[config.mk]
export PLATFORM = sky130hd
export DESIGN_NAME = dbah_cordic
export DESIGN_NICKNAME = d
export VERILOG_FILES = /design/src/hw/rtl/dbah_pkg.sv /design/src/hw/rtl/dbah_cordic.sv
export SDC_FILE = /design/constraint.sdc
export NUM_CORES = 1
export LEC_CHECK = 0
export ABC_CLOCK_PERIOD_IN_PS = 14500
export BUFFER_PORTS_ARGS = -buffer_cell sky130_fd_sc_hd__clkbuf_2
export CAP_MARGIN = 20
export CORE_UTILIZATION = 50
export DETAILED_ROUTE_END_ITERATION = 8
export HOLD_SLACK_MARGIN = 0.02
export PLACE_DENSITY = 0.66
export SETUP_SLACK_MARGIN = 0.2
export SLEW_MARGIN = 20
export SYNTH_ARGS = -nofsm -noshare
export SYNTH_HDL_FRONTEND = slang
export SYNTH_SLANG_ARGS = --single-unit
[constraint.sdc]
create_clock -name clk -period 14.5 [get_ports clk]
set_input_delay 0.725 -clock clk [delete_from_list [all_inputs] [get_ports clk]]
set_output_delay 0.725 -clock clk [all_outputs]
set_load 0.02 [all_outputs]
[src/hw/rtl/dbah_pkg.sv]
// dbah_pkg: shared types, constants and angle tables of the aim-height solver.
// Used by the channel interfaces, the CORDIC engine and the solver top level.
// No dependencies.
package dbah_pkg;

    // Fixed-point formats
    localparam int FRAC_BITS          = 16;
    localparam int CORDIC_STAGES_DEF  = 24;
    localparam int COORD_W            = 32;
    localparam int ROUND_W            = 6;
    localparam int CW                 = 38;   // CORDIC datapath width, Q2.30 angles

    // Configuration port
    localparam int CFG_IDX_W          = 3;
    localparam int CFG_DATA_W         = 16;
    localparam logic [CFG_IDX_W-1:0] REG_SPEED  = 3'd0;
    localparam logic [CFG_IDX_W-1:0] REG_DRAG   = 3'd1;
    localparam logic [CFG_IDX_W-1:0] REG_GRAV   = 3'd2;
    localparam logic [CFG_IDX_W-1:0] REG_TOL    = 3'd3;
    localparam logic [CFG_IDX_W-1:0] REG_ROUNDS = 3'd4;

    localparam logic [15:0]        SPEED_RST  = 16'd3840;
    localparam logic [15:0]        DRAG_RST   = 16'd655;
    localparam logic [15:0]        GRAV_RST   = 16'd2509;
    localparam logic [15:0]        TOL_RST    = 16'd66;
    localparam logic [ROUND_W-1:0] ROUNDS_RST = 6'd20;

    // Q2.30 constants
    localparam logic [29:0] LN2_Q30   = 30'd744261118;
    localparam logic [30:0] CIRC_KINV = 31'd652032874;
    localparam logic [30:0] HYP_KINV  = 31'd1296540104;
    localparam logic [63:0] EXP_LIMIT = 64'd33 * 64'd744261118;
    localparam logic [31:0] TIME_MAX  = 32'hFFFF_FFFF;

    // CORDIC modes
    localparam logic [1:0] CM_VEC = 2'd0;
    localparam logic [1:0] CM_ROT = 2'd1;
    localparam logic [1:0] CM_HYP = 2'd2;

    typedef struct packed {
        logic       start;
        logic [1:0] mode;
    } cordic_ctrl_t;

    localparam logic [31:0] CIRC_TAB [32] = '{
        32'h3243F6A8, 32'h1DAC6705, 32'h0FADBAFC, 32'h07F56EA6, 32'h03FEAB76,
        32'h01FFD55B, 32'h00FFFAAA, 32'h007FFF55, 32'h003FFFEA, 32'h001FFFFD,
        32'h000FFFFF, 32'h0007FFFF, 32'h0003FFFF, 32'h0001FFFF, 32'h0000FFFF,
        32'h00007FFF, 32'h00003FFF, 32'h00001FFF, 32'h00000FFF, 32'h000007FF,
        32'h000003FF, 32'h000001FF, 32'h000000FF, 32'h0000007F, 32'h0000003F,
        32'h0000001F, 32'h0000000F, 32'h00000008, 32'h00000004, 32'h00000002,
        32'h00000001, 32'h00000000
    };

    localparam logic [31:0] HYP_TAB [11] = '{
        32'd0, 32'd589812981, 32'd274247418, 32'd134923406, 32'd67196451,
        32'd33565361, 32'd16778582, 32'd8388779, 32'd4194325, 32'd2097155,
        32'd1048576
    };

    // atanh(2^-i) in Q2.30; table for small i, 2^(30-i) beyond
    function automatic logic [31:0] hyp_angle(input logic [5:0] i);
        logic [31:0] a;
        if (i <= 6'd10)
            a = HYP_TAB[i[3:0]];
        else if (i <= 6'd30)
            a = 32'd1 << (6'd30 - i);
        else
            a = 32'd0;
        return a;
    endfunction

endpackage

[src/hw/rtl/dbah_cordic.sv]
// dbah_cordic: iterative CORDIC engine, one micro-rotation per cycle.
// Circular vectoring, circular rotation and hyperbolic rotation; uses dbah_pkg.
module dbah_cordic #(
    parameter int STAGES = dbah_pkg::CORDIC_STAGES_DEF
) (
    input  logic                           clk,
    input  logic                           rst_n,
    input  dbah_pkg::cordic_ctrl_t         ctrl,
    input  logic signed [dbah_pkg::CW-1:0] x0,
    input  logic signed [dbah_pkg::CW-1:0] y0,
    input  logic signed [dbah_pkg::CW-1:0] z0,
    output logic                           done,
    output logic signed [dbah_pkg::CW-1:0] x,
    output logic signed [dbah_pkg::CW-1:0] y,
    output logic signed [dbah_pkg::CW-1:0] z
);
    import dbah_pkg::*;

    logic                 busy_reg, done_reg, rep_reg;
    logic [1:0]           mode_reg;
    logic [5:0]           idx_reg;
    logic signed [CW-1:0] x_reg, y_reg, z_reg;

    logic signed [CW-1:0] xs, ys, ang, nx, ny, nz;
    logic                 hyp, dir, repeat_now, last;

    // one micro-rotation
    always_comb
    begin
        hyp = (mode_reg == CM_HYP);
        xs  = x_reg >>> idx_reg;
        ys  = y_reg >>> idx_reg;
        if (hyp)
            ang = $signed({{(CW-32){1'b0}}, hyp_angle(idx_reg)});
        else
            ang = $signed({{(CW-32){1'b0}}, CIRC_TAB[idx_reg[4:0]]});
        dir = (mode_reg == CM_VEC) ? y_reg[CW-1] : !z_reg[CW-1];
        if (hyp)
        begin
            if (!z_reg[CW-1])
            begin
                nx = x_reg + ys;  ny = y_reg + xs;  nz = z_reg - ang;
            end
            else
            begin
                nx = x_reg - ys;  ny = y_reg - xs;  nz = z_reg + ang;
            end
        end
        else if (dir)
        begin
            nx = x_reg - ys;  ny = y_reg + xs;  nz = z_reg - ang;
        end
        else
        begin
            nx = x_reg + ys;  ny = y_reg - xs;  nz = z_reg + ang;
        end
        // hyperbolic steps 4 and 13 run twice
        repeat_now = hyp && !rep_reg && (idx_reg == 6'd4 || idx_reg == 6'd13);
        last = !repeat_now && (idx_reg == (hyp ? 6'(STAGES) : 6'(STAGES - 1)));
    end

    // control
    always_ff @(posedge clk or negedge rst_n)
    begin
        if (!rst_n)
        begin
            busy_reg <= 1'b0;
            done_reg <= 1'b0;
        end
        else
        begin
            done_reg <= busy_reg && last;
            if (ctrl.start)
                busy_reg <= 1'b1;
            else if (last)
                busy_reg <= 1'b0;
        end
    end

    // datapath
    always_ff @(posedge clk)
    begin
        if (ctrl.start)
        begin
            mode_reg <= ctrl.mode;
            idx_reg  <= (ctrl.mode == CM_HYP) ? 6'd1 : 6'd0;
            rep_reg  <= 1'b0;
            x_reg    <= x0;
            y_reg    <= y0;
            z_reg    <= z0;
        end
        else if (busy_reg)
        begin
            x_reg   <= nx;
            y_reg   <= ny;
            z_reg   <= nz;
            rep_reg <= repeat_now;
            if (!repeat_now && !last)
                idx_reg <= idx_reg + 6'd1;
        end
    end

    assign done = done_reg;
    assign x    = x_reg;
    assign y    = y_reg;
    assign z    = z_reg;
endmodule

* After elaboration in Yosys (flattened, before gate mapping) *
Memory sizes are Yosys's and may differ from the RTL's.
Index checks and enable logic that the tools add are counted.

word-level totals
  bits of input ports = 119
  register bits after elaboration = 125
  bits in read-only memories = 1536
  output and inout bits = 115
  memories kept = 2
  word-level logic and storage cells = 77

memory list
  memory            words  bits a word  rd ports  clocked after Yosys merged registers in  wr ports  line               text
  (name not given)  32     32           1         0                                        0         dbah_cordic.sv:36  ang = $signed({{(CW-32){1'b0}}, CIRC_TAB[idx_reg[4:0]]});
  (name not given)  16     32           1         0                                        0         dbah_pkg.sv:65     a = HYP_TAB[i[3:0]];

cells by class
  $add $sub $neg = 8
  equal/unequal tests = 5
  $lt $le $gt $ge = 4
  reduce and logical (&&, ||, !) cells = 15
  muxes and demuxes = 30
  shift operators = 3
  bitwise operators = 2

operators with widths
  kind                                                                   number
  38-bit two-way mux                                                     15
  32-bit two-way mux                                                     7
  38-bit adder                                                           3
  38-bit subtractor                                                      3
  38-bit by 6-bit >>> shifter with 38-bit output                         2
  1-bit by 6-bit left shift with 32-bit output, first input constant     1
  6-bit two-way mux                                                      3
  6-bit by 1-bit adder with 6-bit output, second input constant          1
  6-bit by 3-bit == test with 1-bit output, second input constant        1
  6-bit by 4-bit == test with 1-bit output, second input constant        1
  6-bit by 5-bit == test with 1-bit output                               1
  6-bit >= comparator, second input constant                             1
  6-bit by 4-bit <= comparator with 1-bit output, second input constant  1
  6-bit by 5-bit <= comparator with 1-bit output, second input constant  1
  5-bit inverter with 6-bit output                                       1
  2-bit nonzero test                                                     3
  5-bit by 6-bit subtractor with 6-bit output, first input constant      1
  5-bit >= comparator, second input constant                             1
  1-bit logical AND                                                      5
  4-bit inverter with 5-bit output                                       1
  2-bit == test, second input constant                                   2
  1-bit logical NOT                                                      4
  1-bit two-way mux                                                      4
  4-bit two-way mux                                                      1
  other kinds (3)                                                        3

* Logic depth before layout (Yosys ltp) *
  depth in word-level cells = 11
  mapped depth = 26

* Worst setup path before layout *
OpenSTA, ideal clock, no wires.

  path kind = reg-to-reg
  start point = register idx_reg[0]
  end point = register z_reg[34], in the netlist z[34] (data pin)
  required time = 14240 ps
  setup time = 260 ps
  slack = 8706 ps
  period minus slack after synthesis = 5794 ps
  arrival time = 5534 ps
  cell stages (with the launch flop) = 24
  path through = edfxtp_1 buf_2 inv_1 clkbuf_1 clkbuf_1 ha_1 clkbuf_1 o21ai_0 a21oi_1 a32oi_1 o21ai_0 ha_1 inv_1 fa_1 nand2b_1 a221oi_1 o22a_1 a41o_1 a311oi_2 o21ai_2 a311o_1 a41oi_2 xnor2_1 mux2_2

on the way
  longest elaborated chain between the ends = 11
  elaborated cells on any way between the ends = 22
  classes of those cells = add/sub: 3; order compare: 2; shift: 1; mux: 12; bitwise: 2; memory: 2

ends and longest elaborated chain
  element                                                   line                                  text
  start: declaration                                        dbah_cordic.sv:21                     logic [5:0] idx_reg;
  start signal: assignment                                  dbah_cordic.sv:86                     idx_reg <= (ctrl.mode == CM_HYP) ? 6'd1 : 6'd0;
  start signal: assignment                                  dbah_cordic.sv:99                     idx_reg <= idx_reg + 6'd1;
  4-bit inverter with 5-bit output (implied by the code)    dbah_pkg.sv:65
  memory 16 x 32 bit                                        n/a
  32-bit two-way mux (implied by the code) (2 in a row)     dbah_pkg.sv:65
  32-bit two-way mux                                        dbah_pkg.sv:64                        if (i <= 6'd10)
  32-bit two-way mux (*)                                    dbah_cordic.sv:33                     if (hyp)
  38-bit adder / 38-bit subtractor (equally long branches)  n/a
  38-bit two-way mux (on tied branches)                     dbah_cordic.sv:49, dbah_cordic.sv:40
  38-bit two-way mux (*)                                    dbah_cordic.sv:38                     if (hyp)
  38-bit two-way mux (*)                                    dbah_cordic.sv:92                     else if (busy_reg)
  38-bit two-way mux (*)                                    dbah_cordic.sv:83                     if (ctrl.start)
  end signal: assignment                                    dbah_cordic.sv:90                     z_reg <= z0;
  end signal: assignment                                    dbah_cordic.sv:96                     z_reg <= nz;
  end: declaration                                          dbah_cordic.sv:22                     logic signed [CW-1:0] x_reg, y_reg, z_reg;

Every way passes the cells marked *; elsewhere a longest branch is shown, timed or not. The select of a mux whose other input is x is not followed.
A chain may end at the register's enable or synchronous reset.

* Final worst setup path *
  start point = register idx_reg[1]
  end point = register z_reg[34], in the netlist z[34] (data pin)

Same word-level chain as after synthesis.

==> metrics.txt <==
outcome completed; die width 217 microns; startpoint types register; depth of the most critical reg-to-reg path 20; reg-to-reg startpoint idx_reg[1]; CP Data Required Time 14760 ps; first-pass GRT wire length 137000 microns; WL/cell 22.7 microns; hold endpoint mode_reg[0]; layout cell share with drive strength beyond 1 0.132; CTS clock-pin slew for the worst setup and hold paths 70 ps; Max Clk Rate 0.142 GHz; ys flop type edfxtp_1; post-synthesis compound-gate area fraction 0.312; placed cells 3854; CTS root buf clkbuf_16; CTS tree built; H-tree Lvls 4; Syn Inst Count 3208; post-CTS resize count 0; initial antenna violation count 0; setup_tns 0 ps; critical path fanouts, max 71; Distinct cells, synth 100; pin count of the biggest net entering global routing 85; largest family of logic cells by synthesized area compound AO/OA/AOI/OAI gates; Yosys reg bits 125; I/O Buffers 233; Tightest Hold Check Type primary input to register; final slew viol count 0; Hold Crit Depth 1; hold-fix buffers at CTS 1; Async SR Flop Fraction 0.0160; Crit path arrival time 7300 ps; CP Capture Type register; CP max-delay cell buf_4; DR DRC count 0; post-synthesis adder-cell area fraction 0.133; Fill cells 4489; Post-Syn Nets 3569; Hold Path Origin ctrl[0]; dpl ws 7560 ps; vias in the first global route 24000; RSZ-0062 raised after global routing false; HPWL after detailed placement 67700 microns; post-route ant nets 0; number of synthesized flops with an enable pin 122; Initial Util 0.508; Synth Area in XOR/XNOR 0.0409; total die area 0.0471 sq mm; DRT Wirelength 88300 microns; Via Count 25400; Setup Skew 14.5 ps; max capacitance violation total 0; Cell Chain, Critical Path buf_4, ha_1, inv_1, ha_1, o211ai_1, nor2_1, nand2_1, a222oi_1, inv_1, fa_1, nor2b_1, o211ai_1, o211ai_1, a31oi_1, a21boi_0, o21ai_0, o311a_1, a41oi_2, xnor2_1, mux2_2; Slowest Stage Delay on Critical Path 650 ps; Final #Nets 3635; # diodes 0; Setup Viol. Count Final 0; post-route minimum period 7040 ps; WS Path Type register to register; Clock Path Buffers 2; r2r endpoint z[34]; commonest non-fill, non-tap cell in the layout nand2_1; multiplexer share of the synthesized area 0.0849; syn_area_per_cell 7.20 sq um; GPL Wtd Cong 0.983; core area 0.0455 sq mm; worst setup margin 7460 ps; setup repair bufs after CTS 0; io pins 234; area used by multi-input combinational logic 0.0177 sq mm; delay-heaviest family, CP compound AO/OA/AOI/OAI gates; Cell Count, Final, Fillers Out 3887; slew of the pin with the lowest slew margin 1010 ps; Reg area 0.00373 sq mm; clock sink count 125; area delta synth->final 8.26%; Die Span Y 217 microns; cts bufs inserted 17; Post-Synth Simple-Gate Area 0.192; Syn. warnings 0; commonest non-fill, non-tap cells in the layout nand2_1, a21oi_1, o21ai_0; GRT overflow 0; Pre-antenna DRT Iters 8; post-synthesis sequential area ratio 0.162; clock latency on the worst-skew pair 510 ps; period utilisation layout 0.485; # rows 78; Mapped Area 0.0231 sq mm; vias per std cell 6.52; Critical path buffers and inverters 3; Slew HR 0.324; Final Hold Violating Endpoints 0; R2R Setup Slk 7460 ps; DR iter-0 viols 2836; CP most frequent cell o211ai_1; Tot GR Track Use 0.369
routing by layer:
metal,GRT usage,wire length (microns),vias up
met3,0.0588,6520,251
met2,0.620,41800,1342
met5,0,0,-
li1,-,-,11800
met1,0.463,36200,12000
met4,0.168,3850,0
metrics by stage:
stage	hold slack, ps	util	area, sq um
6_report	431	0.550	25000
5_1_grt	413	0.550	25000
4_1_cts	401	0.550	25000
3_5_place_dp	485	0.537	24400
3_3_place_gp	483	0.537	24400
2_1_floorplan	429	-	23100
area by class of cell:
type | instances | area share
Multi-Input combinational cell | 2629 | 0.706
Sequential cell | 125 | 0.149
Timing Repair Buffer | 263 | 0.0561
Inverter | 238 | 0.0357
Tap cell | 600 | 0.0300
Clock buffer | 17 | 0.0170
Clock inverter | 15 | 0.00565
logic make-up after synthesis:
kind of cell	count (synthesis)
DFF	125
adders and majority gates	242
xor gates and xnor gates	108
buffers and inverters	454
muxes	150
and+or+nand+nor	985
AOI/OAI and AO/OA	1144
worst register-to-register path, cell delays in order (launching register included):
cell	delay, ps
edfxtp_1	360
buf_4	650
ha_1	550
inv_1	140
ha_1	390
o211ai_1	130
nor2_1	560
nand2_1	110
a222oi_1	500
inv_1	190
fa_1	430
nor2b_1	160
o211ai_1	240
o211ai_1	210
a31oi_1	510
a21boi_0	300
o21ai_0	610
o311a_1	290
a41oi_2	50
xnor2_1	150
mux2_2	260
worst max-delay path by stage:
stage,slack [ps],to,from,cells past startpoint
6_report,7460,z[34],idx_reg[1],20
5_1_grt,6970,z[34],idx_reg[1],20
4_1_cts,7560,z[34],idx_reg[1],20
3_5_place_dp,7560,z[34],idx_reg[1],20
3_3_place_gp,7580,z[34],idx_reg[1],20
2_1_floorplan,8710,z[34],idx_reg[0],23
cell usage after synthesis, types with 8 or more instances:
cell type / n / area share
a21oi_1: 364 / 0.079
buf_1: 35 / 0.0057
clkbuf_1: 154 / 0.025
o31ai_1: 36 / 0.012
o311ai_0: 9 / 0.0034
o31a_1: 13 / 0.0049
xor2_1: 15 / 0.0057
o22ai_1: 11 / 0.0030
nand2b_1: 38 / 0.010
and3_1: 20 / 0.0054
nor4_1: 18 / 0.0049
a22oi_1: 13 / 0.0042
edfxtp_1: 122 / 0.16
a21boi_0: 8 / 0.0026
xnor2_1: 93 / 0.035
or2_2: 11 / 0.0030
nor3_1: 63 / 0.014
mux2_2: 49 / 0.024
mux2i_1: 69 / 0.030
ha_1: 236 / 0.13
o21a_1: 25 / 0.0081
inv_1: 236 / 0.038
a211oi_1: 50 / 0.016
nor2b_1: 39 / 0.011
o211ai_1: 31 / 0.010
nand4_1: 22 / 0.0060
o21bai_1: 31 / 0.010
and2_1: 12 / 0.0032
a31oi_1: 34 / 0.0092
a221oi_1: 15 / 0.0057
a21o_1: 42 / 0.014
a221o_1: 8 / 0.0035
nand2_1: 368 / 0.060
nand3_1: 53 / 0.011
o221ai_1: 9 / 0.0034
or3_1: 19 / 0.0051
nor2_1: 293 / 0.048
mux4_2: 32 / 0.031
a311oi_1: 16 / 0.0061
o21ai_0: 313 / 0.068
a311o_1: 8 / 0.0035
buf_2: 25 / 0.0054
Power is not shown: default switching activity piles up to over one toggle a cycle in this logic, so the estimate is an artifact.
